## src/tnls_pkg.sv

```systemverilog
// Package for the trajectory nearest and lookahead point search.
// Holds field widths, register indexes and status codes; no dependencies.
package tnls_pkg;

  // Defaults and fixed constants
  localparam int MAX_POINTS_DEF = 256;
  localparam int MIN_POINTS     = 3;

  // Field widths
  localparam int COORD_W  = 24;              // Q14.10 coordinates
  localparam int DIFF_W   = COORD_W + 1;     // exact difference
  localparam int SQ_W     = 2 * COORD_W + 1; // one squared difference, below 2^49
  localparam int D2_W     = SQ_W + 1;        // sum of two squares
  localparam int MIN_W    = 51;              // running minimum, reset to all ones
  localparam int L2_W     = 2 * COORD_W;     // squared lookahead distance
  localparam int IDX_OUT_W = 8;
  localparam int STATUS_W = 2;

  // Configuration port
  localparam int APB_DATA_W = 32;
  localparam int APB_ADDR_W = 4;

  typedef logic [1:0] reg_idx_t;
  localparam reg_idx_t REG_VEHICLE_X = 2'd0;
  localparam reg_idx_t REG_VEHICLE_Y = 2'd1;
  localparam reg_idx_t REG_LOOKAHEAD = 2'd2;

  typedef logic [STATUS_W-1:0] status_t;
  localparam status_t STATUS_OK       = 2'd0;
  localparam status_t STATUS_TOO_FEW  = 2'd1;
  localparam status_t STATUS_OVERFLOW = 2'd2;

endpackage

```

## src/trajectory_nearest_and_lookahead_search.sv

```systemverilog
// Top level of the trajectory nearest and lookahead point search.
// Depends on tnls_pkg for widths, register indexes and status codes.
//
// Use: program vehicle_x, vehicle_y and lookahead_distance over the APB port
// (byte addresses 0, 4, 8) while the block is idle, then stream the trajectory
// one point per item on the in_ channel, the final point with in_last_point set.
// Each marked last point yields one result item on the out_ channel with the
// nearest index, the lookahead index and a status (ok, too few, overflow);
// other points yield none. Points past MAX_POINTS are dropped and flagged.
// Throughput: one point per cycle while in_stall is low. The path is an input
// register, a register of the two squared differences, then the add and
// compares against the running minimum, which update the trajectory state and
// the result register, from which the result of a last point is shown.
// When the receiver stalls, the result holds in the output register; the block
// keeps taking points and only stalls its input once a second result reaches
// the compare stage while the first still waits.
// Reset (rst_n low at a clock edge) clears the settings to zero, the pipeline
// to empty and the trajectory state to its start values; no clearing pass.
module trajectory_nearest_and_lookahead_search #(
  parameter int MAX_POINTS = tnls_pkg::MAX_POINTS_DEF
) (
  input  logic                                   clk,
  input  logic                                   rst_n,
  // point channel
  input  logic                                   in_valid,
  output logic                                   in_stall,
  input  logic signed [tnls_pkg::COORD_W-1:0]    in_point_x,
  input  logic signed [tnls_pkg::COORD_W-1:0]    in_point_y,
  input  logic                                   in_last_point,
  // result channel
  output logic                                   out_valid,
  input  logic                                   out_stall,
  output logic [tnls_pkg::IDX_OUT_W-1:0]         out_nearest_index,
  output logic [tnls_pkg::IDX_OUT_W-1:0]         out_lookahead_index,
  output logic [tnls_pkg::STATUS_W-1:0]          out_status,
  // configuration port
  input  logic                                   psel,
  input  logic                                   penable,
  input  logic                                   pwrite,
  input  logic [tnls_pkg::APB_ADDR_W-1:0]        paddr,
  input  logic [tnls_pkg::APB_DATA_W-1:0]        pwdata,
  output logic [tnls_pkg::APB_DATA_W-1:0]        prdata,
  output logic                                   pready
);

  localparam int CNT_W = $clog2(MAX_POINTS + 1);
  localparam int IDX_W = $clog2(MAX_POINTS);
  localparam int CW    = tnls_pkg::COORD_W;

  // ---------------------------------------------------------------------------
  // Configuration registers
  // ---------------------------------------------------------------------------
  logic signed [CW-1:0]           vehicle_x_r;
  logic signed [CW-1:0]           vehicle_y_r;
  logic [CW-1:0]                  lookahead_r;
  logic [tnls_pkg::L2_W-1:0]      l2_r;
  logic                           cfg_wr;
  tnls_pkg::reg_idx_t             cfg_idx;

  assign pready  = 1'b1;
  assign cfg_wr  = psel && penable && pwrite && pready;
  assign cfg_idx = paddr[3:2];

  // Write the addressed register; indexes beyond the list are dropped
  always_ff @(posedge clk) begin
    if (!rst_n) begin
      vehicle_x_r <= '0;
      vehicle_y_r <= '0;
      lookahead_r <= '0;
    end else if (cfg_wr) begin
      case (cfg_idx)
        tnls_pkg::REG_VEHICLE_X: vehicle_x_r <= pwdata[CW-1:0];
        tnls_pkg::REG_VEHICLE_Y: vehicle_y_r <= pwdata[CW-1:0];
        tnls_pkg::REG_LOOKAHEAD: lookahead_r <= pwdata[CW-1:0];
        default: ;
      endcase
    end
  end

  // Square the lookahead distance in a register, off the point path
  always_ff @(posedge clk) begin
    if (!rst_n) begin
      l2_r <= '0;
    end else begin
      l2_r <= lookahead_r * lookahead_r;
    end
  end

  // Read back
  always_comb begin
    prdata = '0;
    case (cfg_idx)
      tnls_pkg::REG_VEHICLE_X: prdata = {{(tnls_pkg::APB_DATA_W-CW){1'b0}}, vehicle_x_r};
      tnls_pkg::REG_VEHICLE_Y: prdata = {{(tnls_pkg::APB_DATA_W-CW){1'b0}}, vehicle_y_r};
      tnls_pkg::REG_LOOKAHEAD: prdata = {{(tnls_pkg::APB_DATA_W-CW){1'b0}}, lookahead_r};
      default:                 prdata = '0;
    endcase
  end

  // ---------------------------------------------------------------------------
  // Pipeline control: stall only when a result meets a full, stalled output
  // ---------------------------------------------------------------------------
  logic in_valid_r;
  logic in_last_r;
  logic signed [CW-1:0] in_x_r;
  logic signed [CW-1:0] in_y_r;
  logic sq_valid_r;
  logic sq_last_r;
  logic [tnls_pkg::SQ_W-1:0] sq_x_r;
  logic [tnls_pkg::SQ_W-1:0] sq_y_r;
  logic out_free;
  logic adv;

  assign out_free = !out_valid || !out_stall;
  assign adv      = !(sq_valid_r && sq_last_r && !out_free);
  assign in_stall = !adv;

  // Input register
  always_ff @(posedge clk) begin
    if (!rst_n) begin
      in_valid_r <= 1'b0;
    end else if (adv) begin
      in_valid_r <= in_valid;
    end
  end

  always_ff @(posedge clk) begin
    if (adv) begin
      in_x_r    <= in_point_x;
      in_y_r    <= in_point_y;
      in_last_r <= in_last_point;
    end
  end

  // Difference and square of each axis
  logic signed [tnls_pkg::DIFF_W-1:0] dx;
  logic signed [tnls_pkg::DIFF_W-1:0] dy;
  logic [tnls_pkg::DIFF_W-1:0]        ax;
  logic [tnls_pkg::DIFF_W-1:0]        ay;
  logic [2*tnls_pkg::DIFF_W-1:0]      ax2;
  logic [2*tnls_pkg::DIFF_W-1:0]      ay2;

  assign dx  = {in_x_r[CW-1], in_x_r} - {vehicle_x_r[CW-1], vehicle_x_r};
  assign dy  = {in_y_r[CW-1], in_y_r} - {vehicle_y_r[CW-1], vehicle_y_r};
  assign ax  = dx[tnls_pkg::DIFF_W-1] ? tnls_pkg::DIFF_W'(-dx) : tnls_pkg::DIFF_W'(dx);
  assign ay  = dy[tnls_pkg::DIFF_W-1] ? tnls_pkg::DIFF_W'(-dy) : tnls_pkg::DIFF_W'(dy);
  assign ax2 = ax * ax;
  assign ay2 = ay * ay;

  always_ff @(posedge clk) begin
    if (!rst_n) begin
      sq_valid_r <= 1'b0;
    end else if (adv) begin
      sq_valid_r <= in_valid_r;
    end
  end

  always_ff @(posedge clk) begin
    if (adv) begin
      sq_x_r    <= ax2[tnls_pkg::SQ_W-1:0];
      sq_y_r    <= ay2[tnls_pkg::SQ_W-1:0];
      sq_last_r <= in_last_r;
    end
  end

  // ---------------------------------------------------------------------------
  // Running minimum and lookahead tracking
  // ---------------------------------------------------------------------------
  logic [CNT_W-1:0]             count_r,  count_nxt;
  logic [tnls_pkg::MIN_W-1:0]   min_r,    min_nxt;
  logic [IDX_W-1:0]             best_r,   best_nxt;
  logic [IDX_W-1:0]             ahead_r,  ahead_nxt;
  logic                         found_r,  found_nxt;
  logic                         ovf_r,    ovf_nxt;

  logic [tnls_pkg::D2_W-1:0]    d2;
  logic                         closer;
  logic                         reach;
  logic                         full;
  logic [IDX_W-1:0]             idx;
  logic                         fire;
  logic                         few;
  logic [CNT_W-1:0]             last_idx;

  logic                         res_load;
  logic [tnls_pkg::IDX_OUT_W-1:0] res_closest;
  logic [tnls_pkg::IDX_OUT_W-1:0] res_ahead;
  tnls_pkg::status_t            res_status;

  assign d2     = {1'b0, sq_x_r} + {1'b0, sq_y_r};
  assign closer = {{(tnls_pkg::MIN_W-tnls_pkg::D2_W){1'b0}}, d2} < min_r;
  assign reach  = d2 >= {{(tnls_pkg::D2_W-tnls_pkg::L2_W){1'b0}}, l2_r};
  assign full   = count_r == CNT_W'(MAX_POINTS);
  assign idx    = count_r[IDX_W-1:0];
  assign fire   = sq_valid_r && adv;

  // Fold one point into the trajectory state
  always_comb begin
    count_nxt = count_r;
    min_nxt   = min_r;
    best_nxt  = best_r;
    ahead_nxt = ahead_r;
    found_nxt = found_r;
    ovf_nxt   = ovf_r;
    if (full) begin
      ovf_nxt = 1'b1;
    end else begin
      if (closer) begin
        min_nxt   = {{(tnls_pkg::MIN_W-tnls_pkg::D2_W){1'b0}}, d2};
        best_nxt  = idx;
        found_nxt = reach;
        ahead_nxt = reach ? idx : '0;
      end else if (!found_r && reach) begin
        found_nxt = 1'b1;
        ahead_nxt = idx;
      end
      count_nxt = count_r + 1'b1;
    end
  end

  // Form the result from the state after the last point
  assign few      = count_nxt < CNT_W'(tnls_pkg::MIN_POINTS);
  assign last_idx = count_nxt - 1'b1;
  assign res_load = fire && sq_last_r;

  always_comb begin
    if (few) begin
      res_closest = '0;
      res_ahead   = '0;
      res_status  = tnls_pkg::STATUS_TOO_FEW;
    end else begin
      res_closest = tnls_pkg::IDX_OUT_W'(best_nxt);
      res_ahead   = found_nxt ? tnls_pkg::IDX_OUT_W'(ahead_nxt)
                              : tnls_pkg::IDX_OUT_W'(last_idx);
      res_status  = ovf_nxt ? tnls_pkg::STATUS_OVERFLOW : tnls_pkg::STATUS_OK;
    end
  end

  // Update the state; clear it after the last point
  always_ff @(posedge clk) begin
    if (!rst_n || res_load) begin
      count_r <= '0;
      min_r   <= '1;
      best_r  <= '0;
      ahead_r <= '0;
      found_r <= 1'b0;
      ovf_r   <= 1'b0;
    end else if (fire) begin
      count_r <= count_nxt;
      min_r   <= min_nxt;
      best_r  <= best_nxt;
      ahead_r <= ahead_nxt;
      found_r <= found_nxt;
      ovf_r   <= ovf_nxt;
    end
  end

  // ---------------------------------------------------------------------------
  // Output register: hold while stalled
  // ---------------------------------------------------------------------------
  logic                           out_valid_r;
  logic [tnls_pkg::IDX_OUT_W-1:0] out_closest_r;
  logic [tnls_pkg::IDX_OUT_W-1:0] out_ahead_r;
  tnls_pkg::status_t              out_status_r;

  always_ff @(posedge clk) begin
    if (!rst_n) begin
      out_valid_r <= 1'b0;
    end else if (out_free) begin
      out_valid_r <= res_load;
    end
  end

  always_ff @(posedge clk) begin
    if (res_load) begin
      out_closest_r <= res_closest;
      out_ahead_r   <= res_ahead;
      out_status_r  <= res_status;
    end
  end

  assign out_valid           = out_valid_r;
  assign out_nearest_index   = out_closest_r;
  assign out_lookahead_index = out_ahead_r;
  assign out_status          = out_status_r;

endmodule

```

## config.mk

```make
export PLATFORM = sky130hd
export DESIGN_NAME = trajectory_nearest_and_lookahead_search
export DESIGN_NICKNAME = d
export VERILOG_FILES = /design/src/tnls_pkg.sv /design/src/trajectory_nearest_and_lookahead_search.sv
export SDC_FILE = /design/constraint.sdc
export NUM_CORES = 2
export LEC_CHECK = 0
export ABC_AREA = 0
export BUFFER_PORTS_ARGS = -buffer_cell sky130_fd_sc_hd__buf_2
export CORE_UTILIZATION = 30
export CTS_CLUSTER_DIAMETER = 200
export DETAILED_ROUTE_END_ITERATION = 6
export GPL_ROUTABILITY_DRIVEN = 1
export HOLD_SLACK_MARGIN = 0.06
export SLEW_MARGIN = 40
export SYNTH_ARGS = -nofsm -noshare
export SYNTH_HDL_FRONTEND = slang
export SYNTH_SLANG_ARGS = --single-unit
```

## constraint.sdc

```tcl
create_clock -name clk -period 11.9 [get_ports clk]
set_input_delay 1.19 -clock clk [delete_from_list [all_inputs] [get_ports clk]]
set_output_delay 1.19 -clock clk [all_outputs]
set_load 0.005 [all_outputs]
```

Yosys cells after proc, flatten, opt, wreduce, memory -nomap -nowiden. Index checks and enable logic that the tools add are counted.

Memories: 0. Logic and storage cells: 75. Bits in latches: 0. Bits in registers: 367. Bits in read-only memories: 0. Memory bits (writable): 0.

Add/sub/neg operators: 7. Divide/modulo/power cells: 0. Magnitude comparators: 3. Muxes and demuxes: 16. Equal/unequal tests: 3. $mul: 3. Reductions and logical operators: 20. Shift operators: 0. Bitwise gates (word level): 1.

Operators with widths (number): 25-bit by 25-bit multiplier with 49-bit output (2); 24-bit case mux with 3 select lines (1); 8-bit two-way mux (7); 50-bit by 51-bit less-than comparator with 1-bit output (1); 49-bit by 49-bit adder with 50-bit output (1); 50-bit by 48-bit greater-or-equal comparator with 1-bit output (1); 25-bit two-way mux (2); 25-bit negation (2); 24-bit by 24-bit subtractor with 25-bit output (2); 24-bit by 24-bit multiplier with 48-bit output (1); 9-bit by 1-bit adder with 9-bit output, second input constant (1); 9-bit equality test, second input constant (1); 9-bit by 2-bit less-than comparator with 1-bit output, second input constant (1); 9-bit two-way mux (1); 8-bit by 1-bit subtractor with 8-bit output, second input constant (1); 1-bit logical AND (7); 1-bit zero test (6); 2-bit AND reduction (3); 1-bit two-way mux (4); 3-bit AND reduction (1); 2-bit by 1-bit equality test with 1-bit output, second input constant (1); 2-bit equality test, second input constant (1); 2-bit zero test (1); 1-bit logical OR (2); 2 further kinds (2).

Logic depth before layout (Yosys ltp).
Word-level depth: 8. Gate-level depth with buffers: 44.

Worst setup path before layout. Ideal clock, no wire load.

Path kind: reg2reg. Start: register in_x_r[0]. End: register sq_x_r[48] (netlist bit), data pin. Cell stages (with the launch flop): 41. Arrival time: 9781 ps. Required time: 11632 ps. Setup time: 268 ps. Path buffers: 3. Path slack: 1851 ps. Cells stage by stage: edfxtp_1 > inv_1 > ha_1 > fa_1 > nor2b_1 > o31ai_1 > a211oi_2 > o41ai_4 > o311ai_1 > a21oi_2 > a211oi_2 > buf_2 > nor2_1 > xor2_1 > inv_1 > clkbuf_1 > nand2_1 > fa_1 > (+5 left out) > fa_1 > inv_1 > fa_1 > fa_1 > ha_1 > clkbuf_1 > a21oi_1 > o211ai_1 > a21o_1 > a221o_1 > a31oi_1 > o21ai_0 > and2_1 > nor4_1 > o31ai_1 > a21oi_1 > o21ai_0 > xnor3_1.

Longest elaborated chain between the ends: 4.

Ends and longest elaborated chain: start, declared (line trajectory_nearest_and_lookahead_search.sv:105) `logic signed [CW-1:0] in_x_r;`; start signal, assigned (line trajectory_nearest_and_lookahead_search.sv:129) `in_x_r <= in_point_x;`; 24-bit by 24-bit subtractor with 25-bit output * (line trajectory_nearest_and_lookahead_search.sv:143) `assign dx = {in_x_r[CW-1], in_x_r} - {vehicle_x_r[CW-1], vehicle_x_r};`; 25-bit negation (line trajectory_nearest_and_lookahead_search.sv:145) `assign ax = dx[tnls_pkg::DIFF_W-1] ? tnls_pkg::DIFF_W'(-dx) : tnls_pkg::DIFF_W'(dx);`; 25-bit two-way mux * (line trajectory_nearest_and_lookahead_search.sv:145); 25-bit by 25-bit multiplier with 49-bit output * (line trajectory_nearest_and_lookahead_search.sv:147) `assign ax2 = ax * ax;`; net ax2, one bit (line trajectory_nearest_and_lookahead_search.sv:140) `logic [2*tnls_pkg::DIFF_W-1:0] ax2;`; end signal, assigned (line trajectory_nearest_and_lookahead_search.sv:160) `sq_x_r <= ax2[tnls_pkg::SQ_W-1:0];`; end, declared (line trajectory_nearest_and_lookahead_search.sv:109) `logic [tnls_pkg::SQ_W-1:0] sq_x_r;`.

The timed path passes the listed nets; every way through them passes the cells marked *. A chain may end at the register's enable or synchronous reset.

Worst setup path after layout.
Start: register vehicle_x_r[0]. End: register sq_x_r[41] (netlist bit), data pin.

Longest elaborated chain between the ends: 4.

Ends and longest elaborated chain: start, declared (line trajectory_nearest_and_lookahead_search.sv:53) `logic signed [CW-1:0] vehicle_x_r;`; start signal, assigned (line trajectory_nearest_and_lookahead_search.sv:72) `tnls_pkg::REG_VEHICLE_X: vehicle_x_r <= pwdata[CW-1:0];`; 24-bit by 24-bit subtractor with 25-bit output * (line trajectory_nearest_and_lookahead_search.sv:143); 25-bit negation (line trajectory_nearest_and_lookahead_search.sv:145); 25-bit two-way mux * (line trajectory_nearest_and_lookahead_search.sv:145); 25-bit by 25-bit multiplier with 49-bit output * (line trajectory_nearest_and_lookahead_search.sv:147); net ax2, one bit (line trajectory_nearest_and_lookahead_search.sv:140).

Marked as above.

==> metrics.md <==
| Metric | Value |
|---|---|
| GR Util All Layers | between 10% and 20% |
| Wire length per cell | between 15 and 20 um |
| Routed WL | just under 200000 um |
| R2R cell count | 38 |
| Chip height | 489.3 um |
| Max-Cap Viols | 0 |
| Final period util | a little over nine tenths |
| Gate Count Post-Synth | just under 8000 |
| Cell count along the critical path | 38 |
| GP Congestion | ~0.93 |
| Initial antenna violation count | 13 |
| Peak Freq | a little under 90 MHz |
| Final number of hold-violating endpoints | 0 |
| Crit path max-delay family | adder cells |
| Vias | 52498 |
| Fin crit period | roughly 11 ns |
| Worst Setup Path Type | register to register |
| CTS hold repair buffers | 0 |
| RSZ-0062 raised after global routing | false |
| First-pass GRT wire length | roughly 320000 um |
| Initial DRC Count | between 3000 and 4000 |
| CP endpoint kind | register |
| Share of the synthesized area in the top cell type | a little under two fifths |
| CP peak stage delay | 0.54 ns |
| Clk_skew | about 0.042 ns |
| Die W | 489.3 um |
| WP data arrival | around 12 ns |
| CTS H-tree lvls | 2 |
| Status | complete, but fails checks |
| Avg Vias per Cell | around 4.8 |
| TritonCTS clock tree | built |
| Row count | 178 |
| Failing checks | DRC |
| Buf/Inv on CP | 6 |
| Clk sinks | roughly 360 |
| Relative slew slack | between 40% and 50% |
| Critical path's most frequent cell | fa_1 |
| Number of synthesized flops with an enable pin | between 150 and 200 |
| Pre-Repair DR Iteration Count | 7 |
| Port buffer count | around 130 |
| Gr ovfl total | 0 |
| Synth top area cells | fa_1, ha_1, inv_1, edfxtp_1, dfxtp_1 |
| Worst endpoint required time | between 10 and 15 ns |
| Critical-path maximum fanout | 11 |
| Cell at the slowest stage of the critical path | fa_1 |
| Filler cell count in the final layout | between 20000 and 25000 |
| Yosys top cell by area | fa_1 |
| Avg Inst Size Synth | roughly 9.2 um^2 |
| Commonest non-fill, non-tap cell in the layout | inv_1 |
| Share of layout cells above drive strength 1 | 5.652% |
| Commonest non-fill, non-tap cells in the layout | inv_1, fa_1, nand2_1 |
| Synth cell types | 100 |
| Final setup violation count | 0 |
| Clock-pin slew on the worst setup and hold paths | approximately 0.06 ns |
| CP Launch Type | register |
| Setup_tns | 0 ns |
| Largest net degree at the start of global routing | 150 |
| Initial core utilization | between 30% and 40% |
| Synth Cell Area | 71230 um^2 |
| Post-synthesis sequential area ratio | 12.53% |
| CORE AREA | approximately 240000 um^2 |
| Clock tree root buffer cell | clkbuf_16 |
| Synth async-reset ratio | 0% |
| Total I/O pin count | roughly 150 |
| Dpl hpwl | 165700 um |
| Synth warnings | 0 |
| Hold Crit Depth | 0 |
| CTS buffer count | 45 |
| Clock Latency Late Sink | about 0.64 ns |
| Slew at the pin closest to its max-slew limit | roughly 0.80 ns |
| Clock Path Buffers | 3 |
| Slew Limit Fails | 0 |
| Routed Antenna Nets | 0 |
| Most used DFF post-synth | dfxtp_1 |
| Number of global-route vias before repair | 56976 |
| Fin nets | between 9000 and 10000 |
| Number of remaining DRC errors | 1 |
| Tightest Hold Check Type | register to register |
| Die Area | roughly 240000 um^2 |
| Number of synthesized register bits | 364 |
| Area Growth Syn to Fin | 8.932% |
## cells in the mapped netlist, types with 9 or more instances
cell	instances
inv_1	1823
fa_1	1360
nand2_1	801
ha_1	727
nor2_1	499
a21oi_1	247
and2_1	210
dfxtp_1	200
clkbuf_1	186
xnor2_1	178
edfxtp_1	164
o21ai_0	150
a21o_1	141
xor2_1	108
a21boi_0	80
o211ai_1	67
nand3_1	57
nand4_1	52
nor3_1	49
nor2b_1	47
nand2b_1	44
buf_2	41
o21a_1	41
mux2i_1	39
o21bai_1	38
and3_1	34
a211oi_1	32
a31oi_1	32
inv_2	19
o31ai_1	16
or2_2	15
or3_1	14
o21ai_1	13
a221oi_1	11
buf_4	11
xnor2_2	11
and4_1	9
nor4_1	9
## layer usage
metal / part of all wire (%) / GRT usage [%]
met1: 41 / 21.41
met2: 48 / 28.93
met3: 5.2 / 1.756
met4: 5.5 / 8.106
met5: 0.029 / 0
## timing repair
| action | 4_1_cts | 5_1_grt |
|---|---|---|
| buffers inserted | 0 | 1 |
| gates resized for setup | 0 | 7 |
| setup endpoints to repair | 0 | 9 |
## state kept, by name (all words and copies together) (netlist names), 2 cells and up
signal               cells
out_nearest_index        8
out_lookahead_index      8
lookahead_r             24
sq_y_r                  48
in_y_r                  24
min_r                   51
ahead_r                  8
sq_x_r                  48
l2_r                    47
vehicle_y_r             24
best_r                   8
in_x_r                  24
out_status               2
count_r                  9
vehicle_x_r             24
## metrics by stage
| stage | instances | hold slack (ns) | setup slack (ns) | instance area, um^2 | utilization, % |
|---|---|---|---|---|---|
| after floorplan | 7758 | 0.4003 | 1.851 | 71390 | - |
| after global placement | 10920 | 0.4249 | 0.4593 | 75990 | 32.25 |
| after detailed placement | 10920 | 0.4199 | 0.3719 | 76030 | 32.27 |
| after CTS | 11003 | 0.4390 | 0.3185 | 77490 | 32.89 |
| after global routing | 11005 | 0.4427 | 0.006695 | 77590 | 32.93 |
| final | 11006 | 0.4320 | 0.5513 | 77590 | 32.93 |
## final cells by class
cell class / instances / area, um^2 / share of cell area, %
multi-input cells: 5299 / 54620 / 70.39
flip-flops and latches: 364 / 8930 / 11.51
repair buffers: 262 / 1699 / 2.190
clock buffers: 56 / 1249 / 1.609
diodes: 1 / 2.502 / 0.003225
inverters: 1847 / 6937 / 8.940
clock inverters: 27 / 215.2 / 0.2774
well taps: 3150 / 3941 / 5.079
## cells by family (layout without fill, tap and decap cells)
| family | Yosys count | after routing | synth area share, % |
|---|---|---|---|
| other | 2 | 46 | 0.01054 |
| flip-flops | 364 | 364 | 12.53 |
| AO/OA/AOI/OAI | 956 | 956 | 8.916 |
| multiplexers | 42 | 42 | 0.5955 |
| adder cells (fa/ha/maj) | 2087 | 2087 | 50.99 |
| buffers and inverters | 2095 | 2192 | 11.18 |
| AND/OR/NAND/NOR | 1867 | 1867 | 11.86 |
| XOR/XNOR | 302 | 302 | 3.907 |
## path summary, 6_finish.rpt
kind / slack, ns / start / to
min reg2reg: 0.43 / in_last_r / sq_last_r
max: 0.55 / vehicle_x_r[0] / sq_x_r[41]
min: 0.43 / in_last_r / sq_last_r
max reg2reg: 0.55 / vehicle_x_r[0] / sq_x_r[41]
Power is not shown: default switching activity piles up to over one toggle a cycle in this logic, so the estimate is an artifact.
